===== src/rtl/core/csl_pkg.sv =====
// Package for the current clamp and slew limiter.
// Holds the item and configuration types, register indexes and reset values.
// No dependencies.
package csl_pkg;

    // Default number of motor channels.
    localparam int MotorsDef = 2;

    // Configuration register count and reset values.
    localparam int RegCount     = 4;
    localparam int AddrW        = 4;
    localparam logic [14:0] AbsLimitRst = 15'd5120;
    localparam logic [14:0] MotorLimRst = 15'd5120;
    localparam logic [15:0] SlewRst     = 16'd256;

    // Register indexes (word address bits of paddr).
    typedef enum logic [1:0] {
        REG_ABS_LIMIT     = 2'd0,
        REG_LIMIT_MOTOR0  = 2'd1,
        REG_LIMIT_MOTOR1  = 2'd2,
        REG_SLEW_PER_TICK = 2'd3
    } t_reg_idx;

    // Command codes of an input item.
    localparam logic CmdUpdate = 1'b0;
    localparam logic CmdZero   = 1'b1;

    // One input item.
    typedef struct packed {
        logic               cmd;
        logic [1:0]         motor_index;
        logic signed [15:0] command_current;
        logic               enable;
        logic [31:0]        now_tick;
    } t_in_item;

    // One result item.
    typedef struct packed {
        logic signed [15:0] effective_current;
        logic               index_error;
    } t_out_item;

    // Configuration register contents handed to the datapath.
    typedef struct packed {
        logic [14:0] abs_limit;
        logic [14:0] limit_motor0;
        logic [14:0] limit_motor1;
        logic [15:0] slew_per_tick;
    } t_cfg;

endpackage


===== src/rtl/core/csl_regs.sv =====
// APB-style configuration registers of the current clamp and slew limiter.
// Depends on csl_pkg for the register indexes, reset values and t_cfg.
module csl_regs (
    input  logic                       i_clk,
    input  logic                       i_rst_n,
    input  logic                       psel,
    input  logic                       penable,
    input  logic                       pwrite,
    input  logic [csl_pkg::AddrW-1:0]  paddr,
    input  logic [31:0]                pwdata,
    output logic [31:0]                prdata,
    output logic                       pready,
    output csl_pkg::t_cfg              o_cfg
);

    csl_pkg::t_cfg     r_cfg;
    csl_pkg::t_reg_idx reg_idx;
    logic              wr_en;

    assign reg_idx = csl_pkg::t_reg_idx'(paddr[3:2]);
    assign wr_en   = psel && penable && pwrite;
    assign pready  = 1'b1;
    assign o_cfg   = r_cfg;

    // Register writes in the access phase.
    always_ff @(posedge i_clk) begin
        if (!i_rst_n) begin
            r_cfg.abs_limit     <= csl_pkg::AbsLimitRst;
            r_cfg.limit_motor0  <= csl_pkg::MotorLimRst;
            r_cfg.limit_motor1  <= csl_pkg::MotorLimRst;
            r_cfg.slew_per_tick <= csl_pkg::SlewRst;
        end else if (wr_en) begin
            unique case (reg_idx)
                csl_pkg::REG_ABS_LIMIT:     r_cfg.abs_limit     <= pwdata[14:0];
                csl_pkg::REG_LIMIT_MOTOR0:  r_cfg.limit_motor0  <= pwdata[14:0];
                csl_pkg::REG_LIMIT_MOTOR1:  r_cfg.limit_motor1  <= pwdata[14:0];
                csl_pkg::REG_SLEW_PER_TICK: r_cfg.slew_per_tick <= pwdata[15:0];
                default: ;
            endcase
        end
    end

    // Read-back multiplexer.
    always_comb begin
        unique case (reg_idx)
            csl_pkg::REG_ABS_LIMIT:     prdata = {17'd0, r_cfg.abs_limit};
            csl_pkg::REG_LIMIT_MOTOR0:  prdata = {17'd0, r_cfg.limit_motor0};
            csl_pkg::REG_LIMIT_MOTOR1:  prdata = {17'd0, r_cfg.limit_motor1};
            csl_pkg::REG_SLEW_PER_TICK: prdata = {16'd0, r_cfg.slew_per_tick};
            default:                    prdata = 32'd0;
        endcase
    end

endmodule


===== src/rtl/core/csl_core.sv =====
// Per-motor state and the clamp and slew arithmetic for one item.
// Depends on csl_pkg for the item and configuration types.
module csl_core #(
    parameter int MOTORS = csl_pkg::MotorsDef
) (
    input  logic                i_clk,
    input  logic                i_rst_n,
    input  logic                i_fire,
    input  csl_pkg::t_in_item   i_item,
    input  csl_pkg::t_cfg       i_cfg,
    output csl_pkg::t_out_item  o_result
);

    localparam int IdxW = (MOTORS > 1) ? $clog2(MOTORS) : 1;

    logic signed [15:0] r_cur   [MOTORS];
    logic [31:0]        r_last  [MOTORS];
    logic [MOTORS-1:0]  r_valid;

    logic [IdxW-1:0]    sel;
    logic               idx_bad;
    logic [14:0]        mlim;
    logic [14:0]        lim;
    logic signed [16:0] lim_s;
    logic signed [16:0] req_s;
    logic signed [16:0] target;
    logic [31:0]        elapsed;
    logic [47:0]        prod;
    logic [15:0]        step;
    logic signed [17:0] cur_s;
    logic signed [17:0] up_s;
    logic signed [17:0] dn_s;
    logic signed [17:0] tgt_s;
    logic signed [17:0] next_s;
    logic signed [15:0] n_cur;
    logic               first;

    // Channel select and range check.
    assign sel     = i_item.motor_index[IdxW-1:0];
    assign idx_bad = (32'(i_item.motor_index) >= 32'(MOTORS));

    // Clamp to the tighter of the global and per-motor magnitude limits.
    assign mlim  = (i_item.motor_index == 2'd0) ? i_cfg.limit_motor0 : i_cfg.limit_motor1;
    assign lim   = (mlim < i_cfg.abs_limit) ? mlim : i_cfg.abs_limit;
    assign lim_s = {2'b00, lim};
    assign req_s = {i_item.command_current[15], i_item.command_current};

    always_comb begin
        if (req_s > lim_s) begin
            target = lim_s;
        end else if (req_s < -lim_s) begin
            target = -lim_s;
        end else begin
            target = req_s;
        end
    end

    // Step allowed by elapsed time, saturated to 16 bits.
    assign elapsed = i_item.now_tick - r_last[sel];
    assign prod    = 48'(elapsed) * 48'(i_cfg.slew_per_tick);
    assign step    = (|prod[47:16]) ? 16'hFFFF : prod[15:0];

    // Move the held output toward the target by at most one step.
    assign cur_s = {{2{r_cur[sel][15]}}, r_cur[sel]};
    assign up_s  = cur_s + {2'b00, step};
    assign dn_s  = cur_s - {2'b00, step};
    assign tgt_s = {target[16], target};

    always_comb begin
        if (tgt_s > up_s) begin
            next_s = up_s;
        end else if (tgt_s < dn_s) begin
            next_s = dn_s;
        end else begin
            next_s = tgt_s;
        end
    end

    assign n_cur = next_s[15:0];
    assign first = !r_valid[sel];

    // Result of the item in the input register.
    always_comb begin
        o_result.index_error = idx_bad;
        if (idx_bad || i_item.cmd == csl_pkg::CmdZero || !i_item.enable) begin
            o_result.effective_current = 16'sd0;
        end else if (first) begin
            o_result.effective_current = r_cur[sel];
        end else begin
            o_result.effective_current = n_cur;
        end
    end

    // Per-motor state update when the item is processed.
    always_ff @(posedge i_clk) begin
        if (!i_rst_n) begin
            for (int m = 0; m < MOTORS; m++) begin
                r_cur[m]  <= 16'sd0;
                r_last[m] <= 32'd0;
            end
            r_valid <= '0;
        end else if (i_fire && !idx_bad) begin
            r_last[sel] <= i_item.now_tick;
            if (i_item.cmd == csl_pkg::CmdZero) begin
                r_cur[sel]   <= 16'sd0;
                r_valid[sel] <= 1'b0;
            end else if (!i_item.enable) begin
                r_cur[sel] <= 16'sd0;
            end else if (first) begin
                r_valid[sel] <= 1'b1;
            end else begin
                r_cur[sel] <= n_cur;
            end
        end
    end

endmodule


===== src/rtl/core/current_clamp_slew_limiter.sv =====
// Top level of the current clamp and slew limiter.
// Depends on csl_pkg, csl_regs and csl_core.
//
// Usage: update items enter on the i_in_* channel (valid/stall) and each
// produces exactly one result item on the o_out_* channel, in order.
// An item is registered in the input register on acceptance, processed
// against the per-motor state once the result register is free, and its
// result is then registered in the result register, which drives o_out_valid.
// Throughput is one item per cycle if unstalled: motor state is written at the
// edge that registers the result, so the next item for the same motor sees
// it directly. The single 32x16 step multiply sets the cycle's logic depth.
// When the receiver stalls, the result register holds its item and the
// input register may still take one more item; o_in_stall rises only while
// both registers are full and the output is stalled.
// Reset clears both registers, all motor state and sets the configuration
// registers to their reset values. The user must write configuration over the
// APB-style port while no item is in flight; the block does not enforce it.
module current_clamp_slew_limiter #(
    parameter int MOTORS = csl_pkg::MotorsDef
) (
    input  logic                       i_clk,
    input  logic                       i_rst_n,
    input  logic                       i_in_valid,
    input  csl_pkg::t_in_item          i_in_data,
    output logic                       o_in_stall,
    output logic                       o_out_valid,
    output csl_pkg::t_out_item         o_out_data,
    input  logic                       i_out_stall,
    input  logic                       psel,
    input  logic                       penable,
    input  logic                       pwrite,
    input  logic [csl_pkg::AddrW-1:0]  paddr,
    input  logic [31:0]                pwdata,
    output logic [31:0]                prdata,
    output logic                       pready
);

    csl_pkg::t_cfg      cfg;
    csl_pkg::t_in_item  r_in;
    logic               r_in_valid;
    csl_pkg::t_out_item r_out;
    logic               r_out_valid;
    csl_pkg::t_out_item result;
    logic               out_free;
    logic               fire;
    logic               in_take;

    // Handshake: the result register frees up when empty or taken.
    assign out_free    = !r_out_valid || !i_out_stall;
    assign fire        = r_in_valid && out_free;
    assign o_in_stall  = r_in_valid && !out_free;
    assign in_take     = i_in_valid && !o_in_stall;
    assign o_out_valid = r_out_valid;
    assign o_out_data  = r_out;

    csl_regs u_regs (
        .i_clk   (i_clk),
        .i_rst_n (i_rst_n),
        .psel    (psel),
        .penable (penable),
        .pwrite  (pwrite),
        .paddr   (paddr),
        .pwdata  (pwdata),
        .prdata  (prdata),
        .pready  (pready),
        .o_cfg   (cfg)
    );

    csl_core #(
        .MOTORS (MOTORS)
    ) u_core (
        .i_clk    (i_clk),
        .i_rst_n  (i_rst_n),
        .i_fire   (fire),
        .i_item   (r_in),
        .i_cfg    (cfg),
        .o_result (result)
    );

    // Input register.
    always_ff @(posedge i_clk) begin
        if (!i_rst_n) begin
            r_in_valid <= 1'b0;
        end else if (in_take) begin
            r_in_valid <= 1'b1;
        end else if (fire) begin
            r_in_valid <= 1'b0;
        end
    end

    always_ff @(posedge i_clk) begin
        if (in_take) begin
            r_in <= i_in_data;
        end
    end

    // Result register.
    always_ff @(posedge i_clk) begin
        if (!i_rst_n) begin
            r_out_valid <= 1'b0;
        end else if (out_free) begin
            r_out_valid <= fire;
        end
    end

    always_ff @(posedge i_clk) begin
        if (fire) begin
            r_out <= result;
        end
    end

endmodule


===== config.mk =====
export PLATFORM = sky130hd
export DESIGN_NAME = current_clamp_slew_limiter
export DESIGN_NICKNAME = d
export VERILOG_FILES = /design/src/rtl/core/csl_pkg.sv /design/src/rtl/core/csl_regs.sv /design/src/rtl/core/csl_core.sv /design/src/rtl/core/current_clamp_slew_limiter.sv
export SDC_FILE = /design/constraint.sdc
export NUM_CORES = 2
export LEC_CHECK = 0
export BUFFER_PORTS_ARGS = -buffer_cell sky130_fd_sc_hd__buf_4
export CORE_AREA = 4 4 236 238
export DETAILED_ROUTE_END_ITERATION = 12
export DIE_AREA = 0 0 240 242
export PLACE_DENSITY = 0.77
export SETUP_SLACK_MARGIN = 0.02
export SKIP_LAST_GASP = 1
export SLEW_MARGIN = 10
export SYNTH_ARGS = -nofsm -noshare
export SYNTH_HDL_FRONTEND = slang
export SYNTH_HIERARCHICAL = 1
export SYNTH_SLANG_ARGS = --single-unit
export TNS_END_PERCENT = 20

===== constraint.sdc =====
create_clock -name i_clk -period 15.97 [get_ports i_clk]
set_input_delay 3.194 -clock i_clk [delete_from_list [all_inputs] [get_ports i_clk]]
set_output_delay 3.194 -clock i_clk [all_outputs]
set_load 0.01 [all_outputs]

Word level (Yosys, flattened, before mapping)
Memories as Yosys holds them, arrays and structs flattened. A register that Yosys moved wholly into a read port is not among the register bits.
Index checks and enable logic that the tools add are counted.
{"block": "totals", "register_bits": 134, "mem_bits_rw": 96, "in_bits": 95, "n_memories": 2}
{"block": "classes", "n_addsub": 4, "mul": 1, "n_lt_le_gt_ge": 8, "eq_ne": 4, "n_mux": 47, "n_bitwise": 5, "reduce_logical": 28}
{"name": "u_core.r_last", "depth": 2, "width": 32, "read_ports": 1, "rd_ports_with_merged_regs": 1, "write_ports": 2, "line": "csl_core.sv:17", "text": "logic [31:0] r_last [MOTORS];"}
{"name": "u_core.r_cur", "depth": 2, "width": 16, "read_ports": 1, "rd_ports_with_merged_regs": 1, "write_ports": 2, "line": "csl_core.sv:16", "text": "logic signed [15:0] r_cur [MOTORS];"}
{"operator": "case mux 32 bit (4 select lines)", "n": 1}
{"operator": "2-to-1 mux 16 bit", "n": 7}
{"operator": "OR reduction 32 bit", "n": 2}
{"operator": "multiplier 32 x 16 -> 48 bit", "n": 1}
{"operator": "2-to-1 mux 17 bit", "n": 2}
{"operator": "2-to-1 mux 32 bit", "n": 1}
{"operator": "subtractor 32 bit", "n": 1}
{"operator": "2-to-1 mux 1 bit", "n": 30}
{"operator": "2-to-1 mux 15 bit", "n": 2}
{"operator": "adder 16 x 17 -> 18 bit", "n": 1}
{"operator": "> comparator 17 x 18 -> 1 bit", "n": 1}
{"operator": "< comparator 17 x 18 -> 1 bit", "n": 1}
{"operator": "subtractor 16 x 17 -> 18 bit", "n": 1}
{"operator": "< comparator 16 x 17 -> 1 bit", "n": 1}
{"operator": "negator 15 -> 17 bit", "n": 1}
{"operator": "> comparator 16 bit", "n": 1}
{"operator": "OR reduction 16 bit", "n": 1}
{"operator": "< comparator 15 bit", "n": 1}
{"operator": "AND reduction 2 bit", "n": 4}
{"operator": "logical AND 1 bit", "n": 7}
{"operator": "logical NOT 1 bit", "n": 6}
{"operator": "2-to-1 mux 2 bit", "n": 3}
{"operator": "equality test 2 bit, second input constant", "n": 2}
{"operator": "logical NOT 2 bit", "n": 2}
{"operator": "13 further kinds", "n": 17}

Depth between registers and ports, before layout
{"block": "depth", "ltp_word": 13, "ltp_mapped": 65}

Hierarchy
Netlist, hierarchy kept.
{"module": "csl_core", "n_inst": 1, "cells_per_inst": 3036, "area_per_inst_um2": 26854.5}
{"module": "csl_regs", "n_inst": 1, "cells_per_inst": 265, "area_per_inst_um2": 2827.7}
{"module": "current_clamp_slew_limiter", "n_inst": 1, "cells_per_inst": 77, "area_per_inst_um2": 2155.8}

Worst setup path after synthesis
No wires, ideal clock.
{"block": "synth_timing", "path_kind": "flip-flop to flip-flop", "startpoint": "register r_in[49] (netlist bit)", "endpoint": "register r_out, in the netlist o_out_data[10], data pin", "t_arrival_ps": 14295, "required_time_ps": 15700, "path_slack_ps": 1404, "path_stages_with_launch": 65, "period_less_slack_ps": 14566, "path_cell_list": "edfxtp_1 > buf_6 > clkbuf_1 > clkbuf_1 > mux2i_1 > ha_1 > a21o_1 > a21oi_1 > nor3b_1 > o31ai_1 > a311oi_1 > o41ai_1 > a41oi_1 > nor3_1 > o22ai_1 > xnor2_1 > buf_2 > nand2_1 > [29 not listed] > a2111oi_0 > o31a_1 > o21ai_0 > nand2_1 > a311o_1 > a21o_1 > a21oi_1 > xnor2_1 > ha_1 > a21o_1 > a211oi_1 > o2111a_1 > or3_1 > buf_1 > clkbuf_1 > nor2_1 > a31oi_1 > a21oi_1"}
{"block": "synth_between", "elab_chain_cells": 12, "word_cells_on_any_way": 19}
{"item": "start: declaration", "line": "current_clamp_slew_limiter.sv:39", "text": "csl_pkg::t_in_item r_in;"}
{"item": "start signal: assignment", "line": "current_clamp_slew_limiter.sv:93", "text": "r_in <= i_in_data;"}
{"item": "logical NOT 2 bit", "line": "csl_core.sv:43", "text": "assign mlim = (i_item.motor_index == 2'd0) ? i_cfg.limit_motor0 : i_cfg.limit_motor1;"}
{"item": "2-to-1 mux 15 bit", "line": "csl_core.sv:43"}
{"item": "< comparator 15 bit", "line": "csl_core.sv:44", "text": "assign lim = (mlim < i_cfg.abs_limit) ? mlim : i_cfg.abs_limit;"}
{"item": "2-to-1 mux 15 bit", "line": "csl_core.sv:44"}
{"item": "negator 15 -> 17 bit", "line": "csl_core.sv:51, csl_core.sv:52"}
{"item": "< comparator 16 x 17 -> 1 bit", "line": "csl_core.sv:51", "text": "end else if (req_s < -lim_s) begin"}
{"item": "2-to-1 mux 17 bit", "line": "csl_core.sv:51"}
{"item": "2-to-1 mux 17 bit", "line": "csl_core.sv:49", "text": "if (req_s > lim_s) begin"}
{"item": "< comparator 17 x 18 -> 1 bit", "line": "csl_core.sv:72", "text": "end else if (tgt_s < dn_s) begin"}
{"item": "2-to-1 mux 16 bit", "line": "csl_core.sv:72"}
{"item": "2-to-1 mux 16 bit", "line": "csl_core.sv:70", "text": "if (tgt_s > up_s) begin"}
{"item": "2-to-1 mux 16 bit", "line": "csl_core.sv:87", "text": "end else if (first) begin"}
{"item": "end signal: assignment", "line": "current_clamp_slew_limiter.sv:108", "text": "r_out <= result;"}
{"item": "end: declaration", "line": "current_clamp_slew_limiter.sv:41", "text": "csl_pkg::t_out_item r_out;"}
Several ways; a longest one is shown, not always the timed one. The select of a mux whose other input is x is not followed.
A chain may end at the register's enable or synchronous reset.

Worst setup path after layout
{"block": "layout_timing", "startpoint": "register r_in[49] (netlist bit)", "endpoint": "register r_out, in the netlist o_out_data[9], data pin"}
The elaborated chain is that of the path after synthesis.

==> results.ini <==
[outcome]
status=finished, final reports clean

[critical_path]
reg2reg_to=o_out_data[9]$_DFFE_PP_
rr_worst_depth=57
critical_path_class=flip-flop to flip-flop
critPathTopFamily=compound AO/OA/AOI/OAI gates
start_kind=flip-flop
max_stage_delay_ns=0.58
path_max_fanout=16
crit_path_top_delay_cell=fa_1
cp.arrival_ns=15.38
cpMostUsedCell=fa_1
end_kind=flip-flop
critPathRequiredTime_ns=16.21
timing.critical_path.buf_inv=5
reg2reg_from=r_in[49]$_DFFE_PP_
ff2ff_setup_slack_ns=0.83

[timing]
timing.fmax_mhz=66.0
slew_headroom=0.270
finalSetupViolCount=0
hold_viol=0
worst_pin_slew_ns=1.09
hold_slack_ns=0.477
post-route-period-util=0.948
finClkSkew_ns=0.0311
fin_crit_ns=15.14
maxSlewViolCount=0

[yosys]
synth_ff_type=edfxtp_1
ys_seq_area_frac=0.196
synth_edf_count=165
synth_area_mm2=0.0318
yosys_warnings=6
syn_inst=3378
syn_area_per_cell_um2=9.43
async_flop_share=0
ys_types=89
ys_seq_elements=230

[drt]
via_count=25200
viasPerCell=6.08
dr.pass1.iters=6
wl_per_cell_um=20.8
drt_iter0_markers=1844
ant_nets=0
drt_wl_total_um=86500
drt_drc_violations_left=0

[clocking]
cts_buffers=25
cts_tree=done
cts_htree_levels=1
clk_pin_slew_ns=0.06
cts_root_buf=clkbuf_16
cts_buffer_depth=3
clk_latency_ns=0.54
cts_sinks=230

[placed_design]
hpwl_um=67500
io_buffers=111
gp_congestion=0.958

[worst_hold_path]
hold_class=flip-flop to flip-flop
hold_depth=2
hold_end=u_regs/o_cfg[37]$_SDFFE_PN0P_
holdCritStartpoint=u_regs/o_cfg[37]$_SDFFE_PN0P_

[cells_and_area]
layout_commonest_cell=nand2_1
syn_to_final_growth_pct=8.26
nets=4221
layout_common_cells=538 x nand2_1, 421 x fa_1, 350 x inv_1
final_util=0.643
layout-drive-gt1-share=0.108
diodes=0

[grt]
grtUsageTotal=0.296
first_global_vias=26800
antenna_found_initial=0
gr-total-overflow=0
grt_pass1_wl_um=139000
grt_max_degree=78

[pwr]
power_density_mw_per_mm2=74.2
p_leak_nw=14.5
worst_ir_drop_vdd_v=0.0000954

[floorplan]
chipWidth_um=240
initial_utilization=0.594
die_y_um=242
dieArea_mm2=0.0581
num_io_pins=147
core_mm2=0.0536
rows=85

[run]
max_cap_viol_count=0

## worst reg2reg max path, delay by kind of cell (launching register included)
family | cells | cell delay [ns]
muxes | 2 | 0.39
xor gates and xnor gates | 2 | 0.27
DFF | 1 | 0.45
buffers and inverters | 5 | 0.85
and+or+nand+nor | 15 | 3.33
adders and majority gates | 11 | 4.64
AOI/OAI and AO/OA | 22 | 4.92
## layout make-up
type,instances,area (µm²)
multi-input cells,2624,23700
fillers,4359,19100
flip-flops and latches,230,6260
repair buffers,208,1570
inverters,350,1310
well taps,696,871
clock buffers,35,727
clock inverters,10,57.6
## worst max-delay path by stage
stage                                                    to          startpoint  depth (start not counted)  slack, ns
after detailed placement            o_out_data[4]$_DFFE_PP_  r_in[49]$_DFFE_PP_                         57       0.36
after global placement              o_out_data[4]$_DFFE_PP_  r_in[49]$_DFFE_PP_                         55       0.43
after floorplan                    o_out_data[10]$_DFFE_PP_  r_in[49]$_DFFE_PP_                         64       1.40
after global routing      u_core/r_cur[1][15]$_SDFFCE_PN0P_  r_in[49]$_DFFE_PP_                         62      -0.02
final                               o_out_data[9]$_DFFE_PP_  r_in[49]$_DFFE_PP_                         57       0.83
after CTS                           o_out_data[4]$_DFFE_PP_  r_in[49]$_DFFE_PP_                         54       0.29
## state kept, by name, indices dropped and copies added (netlist names), named ones only
register,cells
u_core/r_last,64
o_out_valid,1
r_in_valid,1
r_in,52
u_regs/o_cfg,61
u_core/r_cur,32
o_out_data,17
## what timing repair did
| item | in CTS | in global routing |
|---|---|---|
| gates resized for setup | 0 | 39 |
| hold buffers | 0 | 0 |
| setup buffers | 0 | 5 |
| setup endpoints to repair | 0 | 48 |
## kinds of logic after synthesis
group           Yosys count  synth area share
compound gates          469            0.0984
xor+xnor                105            0.0289
fa+ha+maj               687             0.369
buf+inv                 541            0.0693
flops                   230             0.196
mux                     180            0.0647
other cells               2          0.000236
simple gates           1164             0.173
## stage by stage
step           cells  cell area, µm²  power, mW  worst slack [ns]  TNS [ns]
6_report        4153           34500       2.56             0.830         0
5_1_grt         4153           34500       2.73           -0.0200   -0.0500
4_1_cts         4146           34200       2.52             0.287         0
3_5_place_dp    4101           33400       1.96             0.361         0
3_3_place_gp    4101           33400       1.93             0.433         0
2_1_floorplan   3393           31900       1.57              1.40         0
## synth_stat cells, types with 8 or more instances
library cell / number / area [µm²]
a211oi_1: 23 / 173
clkbuf_1: 147 / 552
or3_1: 9 / 56.3
mux2i_1: 124 / 1240
mux2_2: 38 / 428
o31a_1: 9 / 78.8
edfxtp_1: 165 / 4950
nor3_1: 50 / 250
nor2b_1: 48 / 300
dfxtp_1: 65 / 1300
fa_1: 421 / 8430
a31oi_1: 19 / 119
ha_1: 266 / 3330
buf_4: 22 / 165
o31ai_1: 16 / 120
or2_2: 11 / 68.8
nor4_1: 8 / 50.1
xnor2_1: 77 / 674
and2_1: 159 / 995
o21ai_0: 73 / 365
nand4_1: 26 / 163
nand2_1: 538 / 2020
a21oi_1: 127 / 636
o21bai_1: 12 / 90.1
mux4_2: 15 / 338
nand2b_1: 37 / 231
nor2_1: 162 / 608
a21o_1: 67 / 503
or4_1: 8 / 60.1
nand3_1: 29 / 145
and3_1: 52 / 325
o21a_1: 18 / 135
xor2_1: 28 / 245
inv_1: 350 / 1310
buf_6: 9 / 101
o21ai_1: 8 / 40.0
o211ai_1: 19 / 143
## report_power, final
| group | internal, mW | leakage (nW) | switching, mW |
|---|---|---|---|
| clock network | 0.319 | 0.396 | 0.243 |
| logic | 0.492 | 11.9 | 0.824 |
| registers | 0.663 | 2.21 | 0.0159 |
## layer usage
metal,global-route usage,up-vias,share of wire
li1,-,11400,-
met4,0.114,0,0.044
met1,0.367,12600,0.39
met2,0.521,1043,0.50
met5,0,-,0
met3,0.0442,280,0.068
Note: power is estimated with default switching activity, not from simulation.
